==> src/sv/lbd_pkg.sv <==
// shared types, codes and reset values for the ladder button debouncer
package lbd_pkg;

    localparam int SAMPLE_BITS_DEF = 12;
    localparam int THRESH_BITS     = 12;
    localparam int RUN_BITS        = 4;
    localparam int LADDER_BITS     = 2;
    localparam int EVENT_BITS      = 3;
    localparam int REG_IDX_BITS    = 3;

    // request kinds
    localparam logic OP_POLL    = 1'b0;
    localparam logic OP_CONSUME = 1'b1;

    // ladder button codes
    localparam logic [LADDER_BITS-1:0] LAD_NONE   = 2'd0;
    localparam logic [LADDER_BITS-1:0] LAD_TOP    = 2'd1;
    localparam logic [LADDER_BITS-1:0] LAD_MIDDLE = 2'd2;
    localparam logic [LADDER_BITS-1:0] LAD_BOTTOM = 2'd3;

    // event codes
    localparam logic [EVENT_BITS-1:0] EVT_NONE = 3'd0;
    localparam logic [EVENT_BITS-1:0] EVT_AUX  = 3'd4;

    // register indexes
    localparam logic [REG_IDX_BITS-1:0] REG_BOTTOM_HIGH  = 3'd0;
    localparam logic [REG_IDX_BITS-1:0] REG_MIDDLE_LOW   = 3'd1;
    localparam logic [REG_IDX_BITS-1:0] REG_MIDDLE_HIGH  = 3'd2;
    localparam logic [REG_IDX_BITS-1:0] REG_TOP_LOW      = 3'd3;
    localparam logic [REG_IDX_BITS-1:0] REG_TOP_HIGH     = 3'd4;
    localparam logic [REG_IDX_BITS-1:0] REG_IDLE_LOW     = 3'd5;
    localparam logic [REG_IDX_BITS-1:0] REG_STABLE_READS = 3'd6;

    // reset values
    localparam logic [THRESH_BITS-1:0] RST_BOTTOM_HIGH  = 12'd400;
    localparam logic [THRESH_BITS-1:0] RST_MIDDLE_LOW   = 12'd800;
    localparam logic [THRESH_BITS-1:0] RST_MIDDLE_HIGH  = 12'd1700;
    localparam logic [THRESH_BITS-1:0] RST_TOP_LOW      = 12'd1900;
    localparam logic [THRESH_BITS-1:0] RST_TOP_HIGH     = 12'd2800;
    localparam logic [THRESH_BITS-1:0] RST_IDLE_LOW     = 12'd3500;
    localparam logic [RUN_BITS-1:0]    RST_STABLE_READS = 4'd3;

    typedef struct packed {
        logic [THRESH_BITS-1:0] bottom_high;
        logic [THRESH_BITS-1:0] middle_low;
        logic [THRESH_BITS-1:0] middle_high;
        logic [THRESH_BITS-1:0] top_low;
        logic [THRESH_BITS-1:0] top_high;
        logic [THRESH_BITS-1:0] idle_low;
        logic [RUN_BITS-1:0]    stable_reads;
    } cfg_t;

endpackage

==> src/sv/lbd_cfg_regs.sv <==
// configuration register bank of the ladder button debouncer
module lbd_cfg_regs
(
    input  logic                                 clk,
    input  logic                                 rst_n,
    input  logic                                 wr_en,
    input  logic [lbd_pkg::REG_IDX_BITS-1:0]     wr_index,
    input  logic [lbd_pkg::THRESH_BITS-1:0]      wr_data,
    output lbd_pkg::cfg_t                        cfg
);

    lbd_pkg::cfg_t cfg_reg;
    lbd_pkg::cfg_t cfg_next;

    always_comb
    begin
        cfg_next = cfg_reg;
        if (wr_en)
        begin
            case (wr_index)
                lbd_pkg::REG_BOTTOM_HIGH:  cfg_next.bottom_high  = wr_data;
                lbd_pkg::REG_MIDDLE_LOW:   cfg_next.middle_low   = wr_data;
                lbd_pkg::REG_MIDDLE_HIGH:  cfg_next.middle_high  = wr_data;
                lbd_pkg::REG_TOP_LOW:      cfg_next.top_low      = wr_data;
                lbd_pkg::REG_TOP_HIGH:     cfg_next.top_high     = wr_data;
                lbd_pkg::REG_IDLE_LOW:     cfg_next.idle_low     = wr_data;
                lbd_pkg::REG_STABLE_READS:
                    cfg_next.stable_reads = wr_data[lbd_pkg::RUN_BITS-1:0];
                default:                   cfg_next = cfg_reg;
            endcase
        end
    end

    always_ff @(posedge clk or negedge rst_n)
    begin
        if (!rst_n)
        begin
            cfg_reg.bottom_high  <= lbd_pkg::RST_BOTTOM_HIGH;
            cfg_reg.middle_low   <= lbd_pkg::RST_MIDDLE_LOW;
            cfg_reg.middle_high  <= lbd_pkg::RST_MIDDLE_HIGH;
            cfg_reg.top_low      <= lbd_pkg::RST_TOP_LOW;
            cfg_reg.top_high     <= lbd_pkg::RST_TOP_HIGH;
            cfg_reg.idle_low     <= lbd_pkg::RST_IDLE_LOW;
            cfg_reg.stable_reads <= lbd_pkg::RST_STABLE_READS;
        end
        else
        begin
            cfg_reg <= cfg_next;
        end
    end

    assign cfg = cfg_reg;

endmodule

==> src/sv/lbd_classify.sv <==
// band classifier: maps a ladder sample to a button code
module lbd_classify #(
    parameter int SAMPLE_BITS = lbd_pkg::SAMPLE_BITS_DEF
)
(
    input  logic [SAMPLE_BITS-1:0]           sample,
    input  lbd_pkg::cfg_t                    cfg,
    input  logic [lbd_pkg::LADDER_BITS-1:0]  candidate,
    output logic [lbd_pkg::LADDER_BITS-1:0]  button
);

    localparam int CmpW = (SAMPLE_BITS > lbd_pkg::THRESH_BITS) ? SAMPLE_BITS
                                                              : lbd_pkg::THRESH_BITS;

    logic [CmpW-1:0] s_ext;
    logic [CmpW-1:0] bot_hi;
    logic [CmpW-1:0] mid_lo;
    logic [CmpW-1:0] mid_hi;
    logic [CmpW-1:0] top_lo;
    logic [CmpW-1:0] top_hi;
    logic [CmpW-1:0] idle_lo;

    assign s_ext   = CmpW'(sample);
    assign bot_hi  = CmpW'(cfg.bottom_high);
    assign mid_lo  = CmpW'(cfg.middle_low);
    assign mid_hi  = CmpW'(cfg.middle_high);
    assign top_lo  = CmpW'(cfg.top_low);
    assign top_hi  = CmpW'(cfg.top_high);
    assign idle_lo = CmpW'(cfg.idle_low);

    // first matching band wins; a gap keeps the current candidate
    always_comb
    begin
        if (s_ext <= bot_hi)
            button = lbd_pkg::LAD_BOTTOM;
        else if (s_ext >= mid_lo && s_ext <= mid_hi)
            button = lbd_pkg::LAD_MIDDLE;
        else if (s_ext >= top_lo && s_ext <= top_hi)
            button = lbd_pkg::LAD_TOP;
        else if (s_ext >= idle_lo)
            button = lbd_pkg::LAD_NONE;
        else
            button = candidate;
    end

endmodule

==> src/sv/lbd_debounce.sv <==
// debouncer: candidate, saturating run counter and committed state
module lbd_debounce #(
    parameter int W = lbd_pkg::LADDER_BITS
)
(
    input  logic                          clk,
    input  logic                          rst_n,
    input  logic                          update,
    input  logic [W-1:0]                  seen,
    input  logic [lbd_pkg::RUN_BITS-1:0]  stable_reads,
    output logic [W-1:0]                  candidate,
    output logic [W-1:0]                  committed,
    output logic [W-1:0]                  committed_next,
    output logic                          commit
);

    logic [W-1:0]                 cand_reg;
    logic [W-1:0]                 cand_next;
    logic [lbd_pkg::RUN_BITS-1:0] run_reg;
    logic [lbd_pkg::RUN_BITS-1:0] run_next;
    logic [W-1:0]                 committed_reg;

    always_comb
    begin
        cand_next = cand_reg;
        run_next  = run_reg;
        if (seen == cand_reg)
        begin
            if (run_reg < stable_reads)
                run_next = run_reg + 1'b1;
        end
        else
        begin
            cand_next = seen;
            run_next  = lbd_pkg::RUN_BITS'(1);
        end
        commit         = (run_next >= stable_reads) && (committed_reg != cand_next);
        committed_next = commit ? cand_next : committed_reg;
    end

    always_ff @(posedge clk or negedge rst_n)
    begin
        if (!rst_n)
        begin
            cand_reg      <= '0;
            run_reg       <= '0;
            committed_reg <= '0;
        end
        else if (update)
        begin
            cand_reg      <= cand_next;
            run_reg       <= run_next;
            committed_reg <= committed_next;
        end
    end

    assign candidate = cand_reg;
    assign committed = committed_reg;

endmodule

==> src/sv/ladder_button_debouncer_core.sv <==
// top level of the ladder button debouncer
// Decodes a resistor-ladder button set and one active-low pin button.
// Slave stream: one request per beat; s_tuser selects poll (0) or consume
// (1); on a poll s_tdata carries the ladder ADC sample and the pin level.
// Master stream: one result per request, in request order, carrying the
// consumed event code (zero on a poll), the committed ladder button and
// the committed pin button state.
// cfg channel writes one band or debounce register per beat; cfg_ready is
// always high. Write it only while no request is in flight.
// An accepted request passes the input register, then the result register,
// before m_tvalid rises; a stall can hold it in the input register.
// Throughput: one request per cycle while m_tready does not stall the
// result register; the debouncer update is a single compare/increment
// step between the two registers.
// When the receiver stalls, the result register holds and the input
// register takes one more request; after that s_tready drops.
// Reset clears the debouncers, the pending event and both valid flags, and
// loads the registers with their default bands and a read count of three.
module ladder_button_debouncer_core #(
    parameter int  SAMPLE_BITS = lbd_pkg::SAMPLE_BITS_DEF,
    localparam int InDataW     = ((SAMPLE_BITS + 1 + 7) / 8) * 8
)
(
    input  logic                               clk,
    input  logic                               rst_n,
    input  logic                               s_tvalid,
    output logic                               s_tready,
    input  logic [InDataW-1:0]                 s_tdata,   // ladder_sample, pin_level
    input  logic                               s_tuser,   // op
    output logic                               m_tvalid,
    input  logic                               m_tready,
    output logic [7:0]                         m_tdata,   // event_taken, ladder_state, aux_pressed
    input  logic                               cfg_valid,
    output logic                               cfg_ready,
    input  logic [lbd_pkg::REG_IDX_BITS-1:0]   cfg_index,
    input  logic [lbd_pkg::THRESH_BITS-1:0]    cfg_data
);

    lbd_pkg::cfg_t cfg;

    logic                   in_valid_reg;
    logic                   in_op_reg;
    logic [SAMPLE_BITS-1:0] in_sample_reg;
    logic                   in_pin_reg;

    logic                               out_valid_reg;
    logic [lbd_pkg::EVENT_BITS-1:0]     out_event_reg;
    logic [lbd_pkg::LADDER_BITS-1:0]    out_ladder_reg;
    logic                               out_aux_reg;

    logic [lbd_pkg::EVENT_BITS-1:0]     pending_reg;
    logic [lbd_pkg::EVENT_BITS-1:0]     pending_next;

    logic                               advance;
    logic                               poll_upd;
    logic                               in_take;

    logic [lbd_pkg::LADDER_BITS-1:0]    lad_seen;
    logic [lbd_pkg::LADDER_BITS-1:0]    lad_cand;
    logic [lbd_pkg::LADDER_BITS-1:0]    lad_committed;
    logic [lbd_pkg::LADDER_BITS-1:0]    lad_committed_next;
    logic                               lad_commit;

    logic                               aux_seen;
    logic                               aux_cand;
    logic                               aux_committed;
    logic                               aux_committed_next;
    logic                               aux_commit;

    assign cfg_ready = 1'b1;
    assign advance   = in_valid_reg && (!out_valid_reg || m_tready);
    assign s_tready  = !in_valid_reg || advance;
    assign in_take   = s_tvalid && s_tready;
    assign poll_upd  = advance && (in_op_reg == lbd_pkg::OP_POLL);
    assign aux_seen  = ~in_pin_reg;

    lbd_cfg_regs u_cfg
    (
        .clk      (clk),
        .rst_n    (rst_n),
        .wr_en    (cfg_valid && cfg_ready),
        .wr_index (cfg_index),
        .wr_data  (cfg_data),
        .cfg      (cfg)
    );

    lbd_classify #(
        .SAMPLE_BITS (SAMPLE_BITS)
    ) u_classify
    (
        .sample    (in_sample_reg),
        .cfg       (cfg),
        .candidate (lad_cand),
        .button    (lad_seen)
    );

    lbd_debounce #(
        .W (lbd_pkg::LADDER_BITS)
    ) u_lad_deb
    (
        .clk            (clk),
        .rst_n          (rst_n),
        .update         (poll_upd),
        .seen           (lad_seen),
        .stable_reads   (cfg.stable_reads),
        .candidate      (lad_cand),
        .committed      (lad_committed),
        .committed_next (lad_committed_next),
        .commit         (lad_commit)
    );

    lbd_debounce #(
        .W (1)
    ) u_aux_deb
    (
        .clk            (clk),
        .rst_n          (rst_n),
        .update         (poll_upd),
        .seen           (aux_seen),
        .stable_reads   (cfg.stable_reads),
        .candidate      (aux_cand),
        .committed      (aux_committed),
        .committed_next (aux_committed_next),
        .commit         (aux_commit)
    );

    // pin press is handled after the ladder, so it wins the pending slot
    always_comb
    begin
        pending_next = pending_reg;
        if (advance)
        begin
            if (in_op_reg == lbd_pkg::OP_CONSUME)
                pending_next = lbd_pkg::EVT_NONE;
            else
            begin
                if (lad_commit && (lad_committed_next != lbd_pkg::LAD_NONE))
                    pending_next = lbd_pkg::EVENT_BITS'(lad_committed_next);
                if (aux_commit && aux_committed_next)
                    pending_next = lbd_pkg::EVT_AUX;
            end
        end
    end

    always_ff @(posedge clk or negedge rst_n)
    begin
        if (!rst_n)
        begin
            in_valid_reg  <= 1'b0;
            out_valid_reg <= 1'b0;
            pending_reg   <= lbd_pkg::EVT_NONE;
        end
        else
        begin
            pending_reg <= pending_next;
            if (in_take)
                in_valid_reg <= 1'b1;
            else if (advance)
                in_valid_reg <= 1'b0;
            if (advance)
                out_valid_reg <= 1'b1;
            else if (m_tready)
                out_valid_reg <= 1'b0;
        end
    end

    always_ff @(posedge clk)
    begin
        if (in_take)
        begin
            in_op_reg     <= s_tuser;
            in_sample_reg <= s_tdata[SAMPLE_BITS-1:0];
            in_pin_reg    <= s_tdata[SAMPLE_BITS];
        end
        if (advance)
        begin
            if (in_op_reg == lbd_pkg::OP_CONSUME)
            begin
                out_event_reg  <= pending_reg;
                out_ladder_reg <= lad_committed;
                out_aux_reg    <= aux_committed;
            end
            else
            begin
                out_event_reg  <= lbd_pkg::EVT_NONE;
                out_ladder_reg <= lad_committed_next;
                out_aux_reg    <= aux_committed_next;
            end
        end
    end

    assign m_tvalid = out_valid_reg;
    assign m_tdata  = {2'b00, out_aux_reg, out_ladder_reg, out_event_reg};

    // a consume request always leaves the pending slot empty
    assert property (@(posedge clk) disable iff (!rst_n)
        (advance && in_op_reg == lbd_pkg::OP_CONSUME) |=> (pending_reg == lbd_pkg::EVT_NONE))
        else $error("pending event not cleared by consume");

    // a committed pin press takes the pending slot even over a ladder press
    assert property (@(posedge clk) disable iff (!rst_n)
        (poll_upd && aux_commit && aux_committed_next) |=> (pending_reg == lbd_pkg::EVT_AUX))
        else $error("pin press not latched as pending event");

    // the input register is free to take a request whenever it is empty
    assert property (@(posedge clk) disable iff (!rst_n)
        !in_valid_reg |-> s_tready)
        else $error("input stage empty but not ready");

    // a result never carries an event code beyond the pin button
    assert property (@(posedge clk) disable iff (!rst_n)
        m_tvalid |-> (out_event_reg <= lbd_pkg::EVT_AUX))
        else $error("invalid event code on result");

endmodule
==> config.mk <==
export PLATFORM = sky130hd
export DESIGN_NAME = ladder_button_debouncer_core
export DESIGN_NICKNAME = d
export VERILOG_FILES = /design/src/sv/lbd_pkg.sv /design/src/sv/lbd_cfg_regs.sv /design/src/sv/lbd_classify.sv /design/src/sv/lbd_debounce.sv /design/src/sv/ladder_button_debouncer_core.sv
export SDC_FILE = /design/constraint.sdc
export NUM_CORES = 1
export LEC_CHECK = 0
export BUFFER_PORTS_ARGS = -buffer_cell sky130_fd_sc_hd__clkbuf_2
export CAP_MARGIN = 20
export CORE_MARGIN = 1
export CORE_UTILIZATION = 50
export DETAILED_ROUTE_END_ITERATION = 6
export MAX_ROUTING_LAYER = met4
export PLACE_DENSITY = 0.74
export SYNTH_ARGS = -nofsm -noshare
export SYNTH_HDL_FRONTEND = slang
export SYNTH_SLANG_ARGS = --single-unit
export TNS_END_PERCENT = 5
==> constraint.sdc <==
create_clock -name clk -period 5.6 [get_ports clk]
set_clock_uncertainty 0.05 [all_clocks]
set_input_delay 0.56 -clock clk [delete_from_list [all_inputs] [get_ports clk]]
set_output_delay 0.56 -clock clk [all_outputs]
set_load 0.01 [all_outputs]
==> results of run 1 <==
area by class of cell:
cell class | instances | area, um^2 | area share (%)
Timing Repair Buffer | 49 | 290 | 3.72
Sequential cell | 115 | 3020 | 38.7
Clock buffer | 21 | 503 | 6.44
Inverter | 78 | 293 | 3.75
Clock inverter | 11 | 97.6 | 1.25
Tap cell | 176 | 220 | 2.82
Multi-Input combinational cell | 456 | 3380 | 43.3
through the flow:
step / hold slack (ns) / instance area, um^2 / total power (W)
6_report: 0.258 / 7810 / 0.00315
5_1_grt: 0.258 / 7810 / 0.00336
4_1_cts: 0.252 / 7780 / 0.00317
3_5_place_dp: 0.379 / 7170 / 0.00208
3_3_place_gp: 0.375 / 7170 / 0.00202
2_1_floorplan: 0.214 / 6770 / 0.00184
worst max-delay path, delay by kind of cell (launching register included):
kind                       cells  cell delay (ns)
AOI/OAI and AO/OA             10             2.27
adders and majority gates      2             0.63
DFF                            1             0.54
and+or+nand+nor                3             0.39
muxes                          1             0.34
buffers and inverters          1             0.21
layer usage:
layer | part of all wire [%] | wire (um)
met5 | 0 | 0
met4 | 2.5 | 359
met3 | 3.3 | 477
met2 | 47 | 6820
met1 | 47 | 6840
cells in the mapped netlist (all sizes together), types with 6 or more instances:
cell type / n / area share (%)
a21oi: 41 / 3.0
mux2: 32 / 5.3
buf: 7 / 0.72
edfxtp: 20 / 8.9
o21ai: 68 / 5.1
clkbuf: 11 / 0.61
dfrtp: 62 / 23
nor2: 14 / 0.78
a21o: 14 / 1.6
nand2: 90 / 5.0
nor3: 10 / 0.81
nand4: 12 / 1.1
nor2b: 6 / 0.56
ha: 90 / 17
and2: 9 / 0.83
o21a: 6 / 0.67
nand2b: 14 / 1.4
dfstp: 33 / 13
inv: 78 / 4.3
where the power goes:
| part | switching, W | leakage (nW) | internal [W] |
|---|---|---|---|
| Sequential | 0.000110 | 1.30 | 0.00107 |
| Combinational | 0.000501 | 2.03 | 0.000399 |
| Clock | 0.000393 | 0.288 | 0.000684 |
logic make-up after synthesis:
| group | Yosys count | synth area share [%] |
|---|---|---|
| other | 2 | 0.111 |
| adder cells (fa/ha/maj) | 90 | 16.7 |
| buffers and inverters | 96 | 5.66 |
| flip-flops | 115 | 44.7 |
| XOR/XNOR | 5 | 0.648 |
| multiplexers | 37 | 6.07 |
| AND/OR/NAND/NOR | 169 | 12.1 |
| AO/OA/AOI/OAI | 152 | 14.1 |
worst paths after layout:
kind                                          end  slack (ns)  cells past startpoint
worst max-delay path            out_ladder_reg[1]        0.90                     17
worst min register to register           m_tvalid        0.44                      1
min in group asynchronous          pending_reg[2]        0.48                      2
worst min-delay path             in_sample_reg[1]        0.26                      1
worst max register to register  out_ladder_reg[1]        0.90                     17
max in group asynchronous           u_cfg.cfg[21]        4.11                      4
==> run_results.csv, run 1 <==
group,metric,value,unit
outcome,run_status,"finished clean",
timing,rsz_0062_raised_after_global_routing,"no",
placement,place_hpwl,10.4,mm
placement,place_inst,872,
setup_path,cp_max_fo,11,
timing,tightestPinTransition,0.935,ns
setup_path,worst_path_largest_cell_delay,0.54,ns
timing,fmaxAchievable,0.213,GHz
logic_synthesis,postSynthRegisterBits,115,
cts,cts_max_level,4,
setup_path,critical_path.startpoint_type,"flop",
logic_synthesis,async_reset_ff_share,82.6,%
die,floorplan.die.width,118,um
logic_synthesis,post_synth_inst_count,666,
cts,post-cts-setup-buffer-count,0,
die,floorplan_core_area,13200,um^2
logic_synthesis,synth_flop_cell,"sky130_fd_sc_hd__dfrtp_1",
finish,finalNetCount,844,
logic_synthesis,synth_seq_area_share,44.7,%
setup_path,worst_setup_path_type,"flop to flop",
timing,setup_violations,0,
logic_synthesis,number_of_flops_mapped_to_enable_cells_by_yosys,20,
cts,clock-root-buffer,"sky130_fd_sc_hd__clkbuf_16",
placement,place_ws,1.04,ns
placement,numPortBuffers,41,
detailed_routing,detail_route.iter0.violations,225,
placement,gp_routability_congestion,0.859,
setup_path,setup.worst_path.start,"in_sample_reg[7]",
run,maxCapViolCount,0,
die,die_height,118,um
finish,layout.cells.most_common_list,"sky130_fd_sc_hd__nand2_1, sky130_fd_sc_hd__ha_1, sky130_fd_sc_hd__inv_1",
setup_path,crit_path_top_delay_cell,"sky130_fd_sc_hd__edfxtp_1",
cts,cts_resized,0,
detailed_routing,detail_route.wirelength,14.5,mm
global_route,grt_usage,23.6,%
finish,syn2layout_area_growth,15.5,%
setup_path,crit_chain,"ha_1, nand2_1, nor3_1, a21oi_1, o21ai_0, o21ai_0, a21o_1, a211oi_2, buf_4, a21oi_1, ha_1, nand2b_1, a21o_1, a21o_1, a21oi_1, mux2i_1, o21ai_0",
detailed_routing,detailroute.via_count,4926,
global_route,globalRoute.busiestLayer,"met2",
worst_hold_path,hold_start,"s_tdata[1]",
die,io-pin-count,48,
finish,final_util,59.2,%
global_route,via_count_of_the_first_global_routing_pass,5043,
timing,final.setup.tns,0,ns
global_route,pin_count_of_the_biggest_net_entering_global_routing,83,
finish,max_ffs_per_register,76,
die,area_of_the_die,14000,um^2
setup_path,r2r_start,"in_sample_reg[7]",
global_route,global_route_wire_length_before_repair,24.6,mm
detailed_routing,drtPass1Iterations,4,
detailed_routing,wl_per_cell,16.0,um
timing,timing.slew.headroom,37.5,%
global_route,number_of_antenna_violations_at_the_first_check_in_global_routing,0,
cts,hold_buffers,1,
cts,cts_sinks,115,
timing,post-route-period-util,84.0,%
cts,worstSkewPairLatency,0.43,ns
cts,numCtsBuffers,17,
finish,fill_cells,1091,
detailed_routing,postRouteAntennaNets,0,
finish,diodes,0,
logic_synthesis,synth.avg_cell_area,10.2,um^2
setup_path,cp_data_required_time,5.71,ns
setup_path,worst_setup_path_end_kind,"flop",
power_and_ir_drop,p_leak,3.62,nW
global_route,global_route.usage.met1,29.6,%
logic_synthesis,ys_warn_count,0,
power_and_ir_drop,power.density_cell_area,404,nW/um^2
cts,clk_pin_slew_worst_paths,0.06,ns
finish,drive_above_1_share,22.3,%
logic_synthesis,combined_area_of_all_synthesized_cells,6760,um^2
logic_synthesis,synth.distinct_cells,53,
cts,cts_tree,"yes",
detailed_routing,number_of_drc_violations_after_detailed_routing,0,
worst_hold_path,hold_class,"input port to flop",
die,num_rows,42,
timing,timing.final.ws_setup,0.898,ns
setup_path,worst_ep_arrival_time,4.81,ns
timing,final_period_minus_worst_setup_slack,4.70,ns
timing,drv_slew,0,
global_route,global_route.usage.met3,4.83,%
cts,cts_buffer_depth,2,
power_and_ir_drop,vdd_drop_max,229,uV
detailed_routing,avgViaCountPerCell,5.44,
timing,number_of_hold_violations_in_the_final_report,0,
finish,number_of_cells_in_the_finished_layout_apart_from_fillers,906,
global_route,globalRouteMet2Util,36.7,%
global_route,grt_overflow_total,0,
die,initial_cell_density_of_the_core,51.3,%
Power figures use the tool's default switching activity.
==> run 2, diff against run 1 <==
--- a/config.mk
+++ b/config.mk
@@ -5,6 +5,7 @@
 export SDC_FILE = /design/constraint.sdc
 export NUM_CORES = 1
 export LEC_CHECK = 0
+export ABC_AREA = 1
 export BUFFER_PORTS_ARGS = -buffer_cell sky130_fd_sc_hd__clkbuf_2
 export CAP_MARGIN = 20
 export CORE_MARGIN = 1
==> constraint.sdc (replaced) <==
create_clock -name clk -period 4.76 [get_ports clk]
set_clock_uncertainty 0.05 [all_clocks]
set_input_delay 0.476 -clock clk [delete_from_list [all_inputs] [get_ports clk]]
set_output_delay 0.476 -clock clk [all_outputs]
set_load 0.01 [all_outputs]
==> run_results.csv, run 2 <==
group,metric,value,unit
global_route,via_count_of_the_first_global_routing_pass,5514,
global_route,global_route_wire_length_before_repair,26.1,mm
cts,post-cts-setup-buffer-count,0,
run,maxCapViolCount,0,
global_route,grt_usage,24.4,%
finish,layout.cells.most_common_list,"sky130_fd_sc_hd__nand2_1, sky130_fd_sc_hd__inv_1, sky130_fd_sc_hd__o21ai_0",
setup_path,crit_path_top_delay_cell,"sky130_fd_sc_hd__edfxtp_1",
finish,diodes,0,
finish,drive_above_1_share,15.7,%
cts,worstSkewPairLatency,0.42,ns
power_and_ir_drop,p_int,0.00248,W
placement,place_inst,1012,
detailed_routing,postRouteAntennaNets,0,
setup_path,setup.worst_path.start,"in_sample_reg[7]",
setup_path,r2r_start,"in_sample_reg[7]",
placement,numPortBuffers,41,
placement,gp_routability_congestion,0.837,
die,num_rows,42,
power_and_ir_drop,netSwitchingPower,0.00131,W
finish,syn2layout_area_growth,13.0,%
cts,cts_buffer_depth,2,
logic_synthesis,number_of_flops_mapped_to_enable_cells_by_yosys,20,
detailed_routing,avgViaCountPerCell,5.14,
logic_synthesis,combined_area_of_all_synthesized_cells,6910,um^2
timing,final.setup.tns,0,ns
global_route,number_of_antenna_violations_at_the_first_check_in_global_routing,0,
setup_path,cp_data_required_time,5.01,ns
logic_synthesis,synth.distinct_cells,39,
die,io-pin-count,48,
outcome,run_status,"finished clean",
timing,setup_violations,0,
global_route,grt_overflow_total,0,
logic_synthesis,synth_seq_area_share,43.7,%
cts,cts_tree,"yes",
timing,tightestPinTransition,0.949,ns
timing,timing.slew.headroom,36.6,%
worst_hold_path,hold_class,"input port to asynchronous set/reset pin",
logic_synthesis,fraction_of_post_synthesis_cell_area_in_the_top_cell_type_by_area,22.5,%
cts,cts_max_level,4,
setup_path,cp_max_fo,6,
detailed_routing,drtPass1Iterations,6,
cts,numCtsBuffers,17,
die,floorplan_core_area,13300,um^2
cts,clock-root-buffer,"sky130_fd_sc_hd__clkbuf_16",
timing,rsz_0062_raised_after_global_routing,"no",
setup_path,crit_chain,"ha_1, nand4_1, nor2_1, nand2_1, nand3_1, nand2_2, a21oi_4, nand2_2, xor2_2, nand2_2, a21oi_2, ha_1, inv_1, nor2_1, o211ai_1, nand3_1, nand3_1, nand2_1, nand2_1, nand3_2, nand2_2, nand2_2, nand2_1, nand2_1",
detailed_routing,detail_route.wirelength,15.3,mm
setup_path,worst_path_largest_cell_delay,0.52,ns
setup_path,worst_setup_path_type,"flop to flop",
global_route,pin_count_of_the_biggest_net_entering_global_routing,55,
timing,drv_slew,0,
logic_synthesis,synth.top_cells.by_count,"sky130_fd_sc_hd__nand2_1, sky130_fd_sc_hd__inv_1, sky130_fd_sc_hd__o21ai_0",
logic_synthesis,post_synth_inst_count,810,
logic_synthesis,post-synth-top-count-cell,"sky130_fd_sc_hd__nand2_1",
logic_synthesis,ys_warn_count,0,
finish,final_util,58.5,%
detailed_routing,detail_route.iter0.violations,379,
detailed_routing,number_of_drc_violations_after_detailed_routing,0,
logic_synthesis,post-synth-top-area-cell,"sky130_fd_sc_hd__dfrtp_1",
power_and_ir_drop,switching_share,34.6,%
power_and_ir_drop,vdd_drop_max,302,uV
timing,post-route-period-util,78.6,%
logic_synthesis,async_reset_ff_share,82.6,%
setup_path,critical_path.startpoint_type,"flop",
die,initial_cell_density_of_the_core,51.7,%
finish,leading_cell_type_in_the_layout_fill_and_taps_excluded,"sky130_fd_sc_hd__nand2_1",
logic_synthesis,synth.avg_cell_area,8.53,um^2
setup_path,worst_setup_path_end_kind,"flop",
cts,cts_sinks,115,
timing,final_period_minus_worst_setup_slack,3.74,ns
die,die_height,120,um
finish,finalNetCount,982,
power_and_ir_drop,share_seq_of_total_power,36.9,%
placement,place_hpwl,10.6,mm
cts,cts_resized,0,
timing,fmaxAchievable,0.267,GHz
die,area_of_the_die,14300,um^2
setup_path,worst_ep_arrival_time,4.00,ns
finish,max_ffs_per_register,76,
logic_synthesis,synth_flop_cell,"sky130_fd_sc_hd__dfrtp_1",
timing,number_of_hold_violations_in_the_final_report,0,
cts,hold_buffers,0,
power_and_ir_drop,power.share.combinational,31.9,%
power_and_ir_drop,p_leak,4.01,nW
logic_synthesis,postSynthRegisterBits,115,
detailed_routing,wl_per_cell,14.6,um
cts,clk_pin_slew_worst_paths,0.05,ns
finish,number_of_cells_in_the_finished_layout_apart_from_fillers,1044,
power_and_ir_drop,clockPowerShare,31.3,%
detailed_routing,detailroute.via_count,5370,
logic_synthesis,synth_area_leaders,"sky130_fd_sc_hd__dfrtp_1, sky130_fd_sc_hd__ha_1, sky130_fd_sc_hd__dfstp_2, sky130_fd_sc_hd__nand2_1, sky130_fd_sc_hd__edfxtp_1",
power_and_ir_drop,power.density_cell_area,485,nW/um^2
die,floorplan.die.width,120,um
run 2: changes by cell type in the layout (fill, tap and decap cells not counted), sizes merged, moves of 6 or more:
| cell | previous run | this run |
|---|---|---|
| a21o | 14 | 2 |
| a21oi | 41 | 35 |
| and2 | 9 | 2 |
| inv | 79 | 142 |
| mux2 | 32 | 0 |
| nand2 | 90 | 219 |
| nand2b | 14 | 0 |
| nand3 | 2 | 26 |
| nor2 | 14 | 29 |
| nor2b | 6 | 0 |
| nor3 | 10 | 1 |
| o21ai | 68 | 100 |
run 2: per-stage QoR:
stage          power, W  hold slack, ns  instance area, um^2  setup slack [ns]
3_3_place_gp    0.00254           0.415                 7270              1.08
5_1_grt         0.00407           0.129                 7810             0.609
6_report        0.00378          0.0649                 7810              1.02
3_5_place_dp    0.00260           0.417                 7270              1.03
2_1_floorplan   0.00230           0.130                 6910              1.52
4_1_cts         0.00381          0.0901                 7810             0.980
run 2: final timing paths:
kind | endpoint | slack [ns] | cells past startpoint
setup / recovery | pending_reg[0] | 1.02 | 24
hold / removal | u_cfg.cfg[46] | 0.06 | 1
setup reg to reg | pending_reg[0] | 1.02 | 24
hold reg to reg | u_cfg.cfg[35] | 0.43 | 2
max in group asynchronous | u_cfg.cfg[30] | 3.58 | 2
min in group clk | in_sample_reg[1] | 0.19 | 1
run 2: power groups by stage:
stage               Sequential, W  Combinational, W  Clock (W)
floorplan                 0.00137          0.000927          0
global placement          0.00140           0.00114          0
detailed placement        0.00140           0.00119          0
CTS                       0.00139           0.00122    0.00120
global route              0.00142           0.00141    0.00123
finish                    0.00140           0.00121    0.00118
run 2: per-layer routing:
layer,GRT usage (%),part of all wire (%)
met4,11.1,2.7
met5,-,0
met1,30.1,44
met3,3.94,4.5
met2,39.5,49
run 2: worst max-delay path: cells and delay by family (launching register included):
family	cells	cell delay [ns]
AND/OR/NAND/NOR	17	1.75
adder cells (fa/ha/maj)	2	0.64
flip-flops	1	0.52
AO/OA/AOI/OAI	3	0.45
XOR/XNOR	1	0.17
buffers and inverters	1	0.06
run 2: cell type report:
| cell class | instances | area [um^2] |
|---|---|---|
| tap | 176 | 220 |
| fill | 1157 | 5540 |
| timing repair buffer | 43 | 223 |
| clock buffer | 23 | 448 |
| clock inverter | 9 | 90.1 |
| multi-input combinational | 536 | 3270 |
| inverter | 142 | 533 |
| sequential | 115 | 3020 |
run 2: cell families after synthesis:
family / Yosys count / share of synthesized area [%]
AO/OA/AOI/OAI: 148 / 11.5
XOR/XNOR: 4 / 0.888
other: 2 / 0.109
AND/OR/NAND/NOR: 291 / 18.6
buffers and inverters: 160 / 8.93
adder cells (fa/ha/maj): 90 / 16.3
flip-flops: 115 / 43.7
